<file path="src/hw/rtl/egl_pkg.sv">
package egl_pkg;

    localparam int DATA_W        = 32;
    localparam int LCM_W         = 64;
    localparam int OPERAND_W_DEF = 32;
    localparam int IN_TDATA_W    = 2 * DATA_W;
    localparam int OUT_TDATA_W   = DATA_W + LCM_W;
    localparam int PC_W          = 4;

    typedef enum logic [2:0] {
        OP_NONE,
        OP_LOAD,
        OP_DIV_START,
        OP_SWAP,
        OP_LCM_START,
        OP_MUL,
        OP_EMIT
    } op_t;

    typedef enum logic [2:0] {
        COND_NEVER,
        COND_ALWAYS,
        COND_NO_IN,
        COND_B_ZERO,
        COND_DIV_BUSY,
        COND_REM_NZ,
        COND_A_ZERO,
        COND_OUT_FREE
    } cond_t;

    typedef struct packed {
        op_t             op;
        cond_t           cond;
        logic [PC_W-1:0] target;
    } ctrl_t;

    localparam logic [PC_W-1:0] ST_IDLE  = 4'd0;
    localparam logic [PC_W-1:0] ST_CHECK = 4'd1;
    localparam logic [PC_W-1:0] ST_DIV   = 4'd2;
    localparam logic [PC_W-1:0] ST_WAIT  = 4'd3;
    localparam logic [PC_W-1:0] ST_STEP  = 4'd4;
    localparam logic [PC_W-1:0] ST_LCM   = 4'd5;
    localparam logic [PC_W-1:0] ST_LWAIT = 4'd6;
    localparam logic [PC_W-1:0] ST_MUL   = 4'd7;
    localparam logic [PC_W-1:0] ST_EMIT  = 4'd8;
    localparam logic [PC_W-1:0] ST_HOLD  = 4'd9;

    function automatic ctrl_t ucode(input logic [PC_W-1:0] pc);
        ctrl_t w;
        case (pc)
            ST_IDLE:  w = '{OP_LOAD,      COND_NO_IN,    ST_IDLE};
            ST_CHECK: w = '{OP_NONE,      COND_B_ZERO,   ST_EMIT};
            ST_DIV:   w = '{OP_DIV_START, COND_NEVER,    ST_IDLE};
            ST_WAIT:  w = '{OP_NONE,      COND_DIV_BUSY, ST_WAIT};
            ST_STEP:  w = '{OP_SWAP,      COND_REM_NZ,   ST_DIV};
            ST_LCM:   w = '{OP_LCM_START, COND_A_ZERO,   ST_EMIT};
            ST_LWAIT: w = '{OP_NONE,      COND_DIV_BUSY, ST_LWAIT};
            ST_MUL:   w = '{OP_MUL,       COND_NEVER,    ST_IDLE};
            ST_EMIT:  w = '{OP_EMIT,      COND_OUT_FREE, ST_IDLE};
            ST_HOLD:  w = '{OP_NONE,      COND_ALWAYS,   ST_EMIT};
            default:  w = '{OP_NONE,      COND_ALWAYS,   ST_IDLE};
        endcase
        return w;
    endfunction

endpackage

</file>
<file path="src/hw/rtl/egl_div.sv">
module egl_div #(
    parameter int W = egl_pkg::OPERAND_W_DEF
) (
    input  logic         clk,
    input  logic         rst_n,
    input  logic         start,
    input  logic [W-1:0] dividend,
    input  logic [W-1:0] divisor,
    output logic         busy,
    output logic [W-1:0] quot,
    output logic [W-1:0] rem
);

    localparam int CNT_W = $clog2(W + 1);

    logic [CNT_W-1:0] count_reg, count_next;
    logic [W-1:0]     quot_reg, quot_next;
    logic [W-1:0]     rem_reg, rem_next;
    logic [W-1:0]     dsr_reg, dsr_next;
    logic [W:0]       shifted;
    logic [W:0]       diff;

    assign shifted = {rem_reg, quot_reg[W-1]};
    assign diff    = shifted - {1'b0, dsr_reg};

    always_comb
    begin
        count_next = count_reg;
        quot_next  = quot_reg;
        rem_next   = rem_reg;
        dsr_next   = dsr_reg;
        if (start)
        begin
            count_next = CNT_W'(W);
            quot_next  = dividend;
            rem_next   = '0;
            dsr_next   = divisor;
        end
        else if (count_reg != '0)
        begin
            count_next = count_reg - CNT_W'(1);
            if (!diff[W])
            begin
                rem_next  = diff[W-1:0];
                quot_next = {quot_reg[W-2:0], 1'b1};
            end
            else
            begin
                rem_next  = shifted[W-1:0];
                quot_next = {quot_reg[W-2:0], 1'b0};
            end
        end
    end

    always_ff @(posedge clk or negedge rst_n)
    begin
        if (!rst_n)
        begin
            count_reg <= '0;
        end
        else
        begin
            count_reg <= count_next;
        end
    end

    always_ff @(posedge clk)
    begin
        quot_reg <= quot_next;
        rem_reg  <= rem_next;
        dsr_reg  <= dsr_next;
    end

    assign busy = (count_reg != '0);
    assign quot = quot_reg;
    assign rem  = rem_reg;

endmodule

</file>
<file path="src/hw/rtl/euclid_gcd_lcm_top.sv">
// Sequential gcd/lcm engine: one item at a time, s_axis_tready high only when idle.
// Each Euclid remainder step runs on the shared radix-2 divider (W = OPERAND_WIDTH).
// A zero divisor skips the divider and goes straight to the result; a zero first operand
// skips the lcm division after the remainder steps and gives an lcm of zero.
// Input frees once the result register takes the result; an untaken result there stalls the engine.
// Reset (rst_n, async, active low) returns the sequencer to idle and empties the result register.
module euclid_gcd_lcm_top #(
    parameter int OPERAND_WIDTH = egl_pkg::OPERAND_W_DEF
) (
    input  logic                             clk,
    input  logic                             rst_n,
    input  logic                             s_axis_tvalid,
    output logic                             s_axis_tready,
    // first_value [31:0], second_value [63:32]
    input  logic [egl_pkg::IN_TDATA_W-1:0]   s_axis_tdata,
    output logic                             m_axis_tvalid,
    input  logic                             m_axis_tready,
    // gcd_value [31:0], lcm_value [95:32]
    output logic [egl_pkg::OUT_TDATA_W-1:0]  m_axis_tdata,
    // zero_divisor [0]
    output logic                             m_axis_tuser
);

    localparam int W  = OPERAND_WIDTH;
    localparam int PW = 2 * W;
    localparam int DW = egl_pkg::DATA_W;
    localparam int LW = egl_pkg::LCM_W;

    egl_pkg::ctrl_t ctrl;

    logic [egl_pkg::PC_W-1:0] pc_reg, pc_next;
    logic [W-1:0]             a_reg, b_reg, a0_reg, b0_reg;
    logic [W-1:0]             g_reg;
    logic [PW-1:0]            l_reg;
    logic                     err_reg;
    logic                     out_valid_reg;
    logic [DW-1:0]            out_gcd_reg;
    logic [LW-1:0]            out_lcm_reg;
    logic                     out_err_reg;

    logic                     div_start;
    logic                     div_busy;
    logic [W-1:0]             div_dividend;
    logic [W-1:0]             div_quot;
    logic [W-1:0]             div_rem;
    logic [PW-1:0]            product;
    logic                     out_free;
    logic                     cond_hit;
    logic                     in_accept;

    assign ctrl      = egl_pkg::ucode(pc_reg);
    assign out_free  = !out_valid_reg || m_axis_tready;
    assign in_accept = (ctrl.op == egl_pkg::OP_LOAD) && s_axis_tvalid;

    always_comb
    begin
        case (ctrl.cond)
            egl_pkg::COND_NEVER:    cond_hit = 1'b0;
            egl_pkg::COND_ALWAYS:   cond_hit = 1'b1;
            egl_pkg::COND_NO_IN:    cond_hit = !s_axis_tvalid;
            egl_pkg::COND_B_ZERO:   cond_hit = (b_reg == '0);
            egl_pkg::COND_DIV_BUSY: cond_hit = div_busy;
            egl_pkg::COND_REM_NZ:   cond_hit = (div_rem != '0);
            egl_pkg::COND_A_ZERO:   cond_hit = (a0_reg == '0);
            egl_pkg::COND_OUT_FREE: cond_hit = out_free;
            default:                cond_hit = 1'b1;
        endcase
        pc_next = cond_hit ? ctrl.target : pc_reg + egl_pkg::PC_W'(1);
    end

    assign div_start    = (ctrl.op == egl_pkg::OP_DIV_START) ||
                          ((ctrl.op == egl_pkg::OP_LCM_START) && (a0_reg != '0));
    assign div_dividend = (ctrl.op == egl_pkg::OP_LCM_START) ? a0_reg : a_reg;
    assign product      = PW'(div_quot) * PW'(b0_reg);

    egl_div #(
        .W (W)
    ) u_div (
        .clk      (clk),
        .rst_n    (rst_n),
        .start    (div_start),
        .dividend (div_dividend),
        .divisor  (b_reg),
        .busy     (div_busy),
        .quot     (div_quot),
        .rem      (div_rem)
    );

    always_ff @(posedge clk or negedge rst_n)
    begin
        if (!rst_n)
        begin
            pc_reg        <= egl_pkg::ST_IDLE;
            out_valid_reg <= 1'b0;
        end
        else
        begin
            pc_reg <= pc_next;
            if ((ctrl.op == egl_pkg::OP_EMIT) && out_free)
            begin
                out_valid_reg <= 1'b1;
            end
            else if (m_axis_tready)
            begin
                out_valid_reg <= 1'b0;
            end
        end
    end

    always_ff @(posedge clk)
    begin
        case (ctrl.op)
            egl_pkg::OP_LOAD:
            begin
                if (in_accept)
                begin
                    a_reg   <= s_axis_tdata[W-1:0];
                    b_reg   <= s_axis_tdata[DW+W-1:DW];
                    a0_reg  <= s_axis_tdata[W-1:0];
                    b0_reg  <= s_axis_tdata[DW+W-1:DW];
                    err_reg <= (s_axis_tdata[DW+W-1:DW] == '0);
                    g_reg   <= '0;
                    l_reg   <= '0;
                end
            end
            egl_pkg::OP_SWAP:
            begin
                if (div_rem != '0)
                begin
                    a_reg <= b_reg;
                    b_reg <= div_rem;
                end
            end
            egl_pkg::OP_LCM_START:
            begin
                g_reg <= b_reg;
            end
            egl_pkg::OP_MUL:
            begin
                l_reg <= product;
            end
            egl_pkg::OP_EMIT:
            begin
                if (out_free)
                begin
                    out_gcd_reg <= DW'(g_reg);
                    out_lcm_reg <= LW'(l_reg);
                    out_err_reg <= err_reg;
                end
            end
            default:
            begin
            end
        endcase
    end

    assign s_axis_tready = (ctrl.op == egl_pkg::OP_LOAD);
    assign m_axis_tvalid = out_valid_reg;
    assign m_axis_tdata  = {out_lcm_reg, out_gcd_reg};
    assign m_axis_tuser  = out_err_reg;

endmodule

</file>
<file path="config.mk">
export PLATFORM = sky130hd
export DESIGN_NAME = euclid_gcd_lcm_top
export DESIGN_NICKNAME = d
export VERILOG_FILES = /design/src/hw/rtl/egl_pkg.sv /design/src/hw/rtl/egl_div.sv /design/src/hw/rtl/euclid_gcd_lcm_top.sv
export SDC_FILE = /design/constraint.sdc
export NUM_CORES = 2
export LEC_CHECK = 0
export ABC_AREA = 1
export BUFFER_PORTS_ARGS = -buffer_cell sky130_fd_sc_hd__clkbuf_2
export CORE_ASPECT_RATIO = 1.75
export CORE_MARGIN = 10
export CORE_UTILIZATION = 50
export DETAILED_ROUTE_END_ITERATION = 12
export GPL_TIMING_DRIVEN = 0
export PLACE_DENSITY = 0.66
export SLEW_MARGIN = 20
export SYNTH_ARGS = -nofsm -noshare
export SYNTH_HDL_FRONTEND = slang
export SYNTH_SLANG_ARGS = --single-unit
</file>
<file path="constraint.sdc">
create_clock -name clk -period 7.2 [get_ports clk]
set_input_delay 0.36 -clock clk [delete_from_list [all_inputs] [get_ports clk]]
set_output_delay 0.36 -clock clk [all_outputs]
set_load 0.01 [all_outputs]
</file>
### Yosys cells after proc, flatten, opt, wreduce, memory -nomap -nowiden

Memories as Yosys holds them, arrays and structs flattened.
Index checks and enable logic that the tools add are counted.

* bits in registers: 429
* memory bits (read-only): 160
* bits of input ports: 68
* output and inout port bits: 99
* logic and storage cells: 81
* memories kept: 1

* $add $sub $neg: 3
* multipliers: 1
* eq/ne operators: 15
* muxes and demuxes: 21
* reduce and logical (&&, ||, !) cells: 24

Memories
* (no name shown): depth 16, width 10, read ports 1, clocked after Yosys merged registers in 0, wr ports 0, RTL line egl_pkg.sv:50 `case (pc)`

Operators by type and width (count)
* two-way mux 32 bit: 9
* one-hot mux 32 bit (2 select lines): 3
* one-hot mux 64 bit (2 select lines): 1
* zero test 32 bit: 3
* multiplier 32 x 32 -> 64 bit: 1
* two-way mux 64 bit: 1
* nonzero test 32 bit: 2
* subtractor 33 x 32 -> 33 bit: 1
* equality test 3 bit, second input constant: 7
* equality test 3 x 2 -> 1 bit, second input constant: 4
* two-way mux 6 bit: 2
* nonzero test 2 bit: 5
* one-hot mux 1 bit (8 select lines): 1
* AND reduction 2 bit: 4
* equality test 3 x 1 -> 1 bit, second input constant: 2
* nonzero test 6 bit: 1
* subtractor 6 x 1 -> 6 bit, second input constant: 1
* adder 4 x 1 -> 4 bit, second input constant: 1
* two-way mux 4 bit: 1
* logical AND 1 bit: 3
* zero test 3 bit: 1
* two-way mux 1 bit: 3
* AND reduction 3 bit: 1
* zero test 1 bit: 2
* 3 further kinds: 4

### Logic depth before layout (Yosys ltp)

An unclocked memory read counts as a cell.

* depth after elaboration: 5
* depth in mapped cells: 32
* depth with buffers taken out: 30

### Cells and area by module

A second synthesis with hierarchy kept.

* cell total of the unflattened synthesis: 6892
* area, all modules: 55568.3 sq um

Modules (own cells, without submodules)
* euclid_gcd_lcm_top: times used 1, cells an instance 5823, area each 48362.6 sq um, sequential area each 9794.4 sq um
* egl_div: times used 1, cells an instance 1069, area each 7205.7 sq um, sequential area each 2712.6 sq um

### Worst setup path before layout

Ideal clock, no wire load.

* path kind: register to register
* from: register u_div.quot_reg[31], in the netlist u_div.quot[31]
* to: register l_reg[61], data pin
* setup time: 0.255 ns
* arrival time: 6.258 ns
* required time: 6.945 ns
* slack: 0.687 ns
* stages on the path, launching flop included: 27
* buffers on the path: 2
* period minus slack after synthesis: 6.513 ns
* cells stage by stage: edfxtp_1 > clkbuf_1 > clkbuf_1 > nand2_1 > fa_1 > inv_1 > fa_1 > fa_1 > inv_1 > fa_1 > inv_1 > fa_1 > fa_1 > fa_1 > inv_1 > fa_1 > inv_1 > ha_1 > nand2_1 > nor2_1 > inv_1 > nor2_1 > inv_1 > nor4_1 > nand2_1 > a21oi_1 > nor2_1

* word-level cells in the longest chain between the ends: 2

Ends and longest elaborated chain
* from (decl): RTL line egl_div.sv:17 `logic [W-1:0] quot_reg, quot_next;`
* from (signal assigned): RTL line egl_div.sv:69 `quot_reg <= quot_next;`
* multiplier 32 x 32 -> 64 bit: RTL line euclid_gcd_lcm_top.sv:74 `assign product = PW'(div_quot) * PW'(b0_reg);`
* one-hot mux 64 bit (2 select lines): RTL line euclid_gcd_lcm_top.sv:112 `case (ctrl.op)`
* to (signal assigned): RTL line euclid_gcd_lcm_top.sv:140 `l_reg <= product;`
* to (decl): RTL line euclid_gcd_lcm_top.sv:34 `logic [PW-1:0] l_reg;`

Every way passes these cells.
A chain may end at the register's enable or synchronous reset.

### Worst setup path in the final report

* from: register b0_reg[29]
* to: register l_reg[61], data pin

* word-level cells in the longest chain between the ends: 2

Ends and longest elaborated chain
* from (decl): RTL line euclid_gcd_lcm_top.sv:32 `logic [W-1:0] a_reg, b_reg, a0_reg, b0_reg;`
* from (signal assigned): RTL line euclid_gcd_lcm_top.sv:120 `b0_reg <= s_axis_tdata[DW+W-1:DW];`
* multiplier 32 x 32 -> 64 bit: RTL line euclid_gcd_lcm_top.sv:74
* one-hot mux 64 bit (2 select lines): RTL line euclid_gcd_lcm_top.sv:112

Every way passes these cells.

==> flow_metrics.tcl <==
set metrics [dict create \
    max_freq_ghz 0.140 \
    synth.cell_area_mm2 0.0544 \
    crit_path_end_kind "register" \
    ys_ff_latch 429 \
    grt_max_degree 42 \
    track_usage_pct 38.3 \
    floorplan.initialDensity_pct 50.2 \
    whs_endpoint "a0_reg[8]" \
    via_per_inst 5.40 \
    path_max_fanout 10 \
    cp.arrival_ps 7450 \
    max_stage_delay_ps 590 \
    hpwlAfterDp_mm 197 \
    gp_congestion 1.05 \
    synth_nets 7904 \
    crit_type "register to register" \
    grt_use_met2_pct 68.8 \
    fp.dieW_um 269 \
    routed_wl_mm 235 \
    core_area_mm2 0.108 \
    ys_seq_area_share_pct 23.0 \
    worst_path_max_delay_cell "fa_2" \
    critPathMostFrequentCell "fa_1" \
    routedWlPerCell_um 27.6 \
    place_inst 8274 \
    cts_tree "yes" \
    path_clk_slew_ps 70 \
    relSlewSlack_pct 23.7 \
    fin_nets 8292 \
    row_count 160 \
    cap_violations 0 \
    slew_violations 0 \
    ff2ff_path_depth 21 \
    cts_sinks 429 \
    setup_violations 0 \
    port_buffers 166 \
    finalNonFillerCells 8516 \
    cp-start-kind "register" \
    first_global_vias 49100 \
    fin_skew_ps 33.4 \
    fin_area_mm2 0.0636 \
    top_usage_layer "met2" \
    met1_usage_pct 36.8 \
    drt-initial-drc-count 3561 \
    min_path_cells 1 \
    syn_to_final_growth_pct 17.0 \
    period_minus_slack_ps 7130 \
    synth_cell_types 48 \
    regToRegEndpoint "l_reg[61]" \
    path_buf_inv 4 \
    hold_class "input pin to register" \
    status "finished clean" \
    ioPinCount 167 \
    yosys_warnings 0 \
    drc 0 \
    grt_pass1_wl_mm 333 \
    h-tree-depth 2 \
    path_cells "clkbuf_2 -> nand2_1 -> fa_1 -> fa_1 -> fa_1 -> fa_1 -> fa_1 -> fa_1 -> fa_2 -> fa_2 -> inv_2 -> ha_4 -> nand2_4 -> nor2_4 -> inv_1 -> nor2_4 -> inv_2 -> nor4_2 -> nand2_1 -> a21oi_1 -> nor2_1" \
    syn_inst 6638 \
    finalHoldViolations 0 \
    dr.pass1.iters 6 \
    die_area_mm2 0.123 \
    antenna_left 0 \
    syn_avg_cell_area_um2 8.19 \
    cp.required_ps 7520 \
    layout-drive-gt1-share_pct 14.4 \
    numCtsBuffers 35 \
    antenna_found_initial 8 \
    min_from "s_axis_tdata[8]" \
    grtUsageMet3_pct 5.91 \
    crit_family "adder cells" \
    rsz0062_at_grt "yes" \
    worst_hold_slack_ps 18.7 \
    insertion_delay_ps 580 \
    clockBufferDepth 3 \
    root_buffer "clkbuf_16" \
    die_h_um 456 \
    grt_overflow 0 \
    tightest_slew_ps 1130 \
    r2r_start "b0_reg[29]" \
    dpl_cell_area_mm2 0.0574 \
    fin_crit_sh_pct 99.1 \
    r2r_setup_slack_ps 70 \
    vias 46000 \
]
worst max path at each step:
stage                    from   endpoint  slack [ps]  cells after the start
2_1_floorplan  u_div.quot[31]  l_reg[61]         690                     26
3_3_place_gp    u_div.quot[6]  l_reg[28]       -1730                     23
3_5_place_dp   u_div.quot[17]  l_reg[60]       -1510                     26
4_1_cts             b0_reg[8]  l_reg[50]          -6                     27
5_1_grt        u_div.quot[18]  l_reg[59]         -90                     25
6_report           b0_reg[29]  l_reg[61]          70                     21
metal layers:
metal / up-vias / wire (µm)
li1: 20100 / -
met1: 22700 / 72200
met2: 2270 / 120000
met3: 973 / 14900
met4: 4 / 28500
met5: - / 27
cell usage after synthesis, drive strengths merged:
cell,instances,area (µm²)
a211oi,1,7.51
a21o,4,30.0
a21oi,168,841
a31oi,33,250
and2,7,43.8
and3,3,18.8
buf,60,334
clkbuf,224,842
clkinv,1,3.75
dfrtp,11,275
dfxtp,32,641
edfxtp,386,11600
fa,897,18000
ha,301,3770
inv,1911,7180
nand2,1839,6930
nand3,172,866
nand3b,12,90.1
nand4,23,144
nor2,318,1220
nor3,13,76.3
nor3b,1,7.51
nor4,25,156
o211ai,4,35.0
o21a,4,30.0
o21ai,156,788
o21bai,8,60.1
o31ai,2,15.0
or2,3,18.8
xnor2,5,43.8
xor2,14,123
cells by family (layout without fill, tap and decap cells):
| family | Yosys count | after routing | share of synthesized area [%] |
|---|---|---|---|
| adder cells (fa/ha/maj) | 1198 | 1198 | 39.9 |
| AO/OA/AOI/OAI | 380 | 380 | 3.78 |
| flip-flops | 429 | 429 | 23.0 |
| AND/OR/NAND/NOR | 2416 | 2416 | 17.6 |
| other | 0 | 5 | 0 |
| XOR/XNOR | 19 | 19 | 0.306 |
| buffers and inverters | 2196 | 2611 | 15.4 |
worst register-to-register path, delay by kind of cell, from the launching register on:
family | cells | cell delay, ps
fa+ha+maj | 9 | 4510
simple gates | 7 | 890
compound gates | 1 | 160
buf+inv | 4 | 760
flops | 1 | 570
cell usage in the layout, fill, tap and decap left out, types with 24 or more instances in the layout:
cell           synthesis  layout
buf_12                 0      28
clkbuf_1             223      34
ha_1                 301     268
edfxtp_1             386     386
a21oi_1              168     116
clkbuf_4               0      37
dlygate4sd3_1          0      25
fa_1                 897     846
a31oi_1               26      25
nand2_4                1      24
buf_8                  0      28
buf_6                  5      51
o21ai_0              142     116
inv_1               1905    1879
fa_2                   0      51
nand2_1             1830    1756
nand2_2                8      59
ha_4                   0      26
inv_2                  5      26
nor2_2                 1      29
clkbuf_2               1     183
buf_4                  6     171
nor2_1               314     246
nand3_1              171     154
dfxtp_1               32      32
a21oi_2                0      34
buf_2                 39      29
clkbuf_16              0      63
nor2_4                 3      43
what timing repair did:
item,CTS,global route
endpoints found under the setup margin,49,46
buffers inserted,84,85
hold endpoints to repair,35,0
pin swaps,42,147
hold buffers,25,0
resized for setup,684,414
area by class of cell:
type	instances	area [µm²]
clock buffers	45	975
inverters	1912	7190
fillers	10000	44700
flip-flops and latches	429	12500
diodes	5	12.5
well taps	1458	1820
multi-input cells	4013	35300
repair buffers	372	2820
clock inverters	19	205
plain buffers	263	2830
through the flow:
stage          setup slack [ps]  utilization (%)  TNS [ps]
5_1_grt                   -92.5             58.7     -1340
3_3_place_gp              -1730             52.7   -190000
4_1_cts                   -6.09             57.0     -6.09
6_report                   67.5             58.7         0
3_5_place_dp              -1510             53.0    -55200
2_1_floorplan               687                -         0
Power is left out: the tool's default activity adds up to more than one toggle a clock period on the data nets, which glitch-free logic cannot reach.
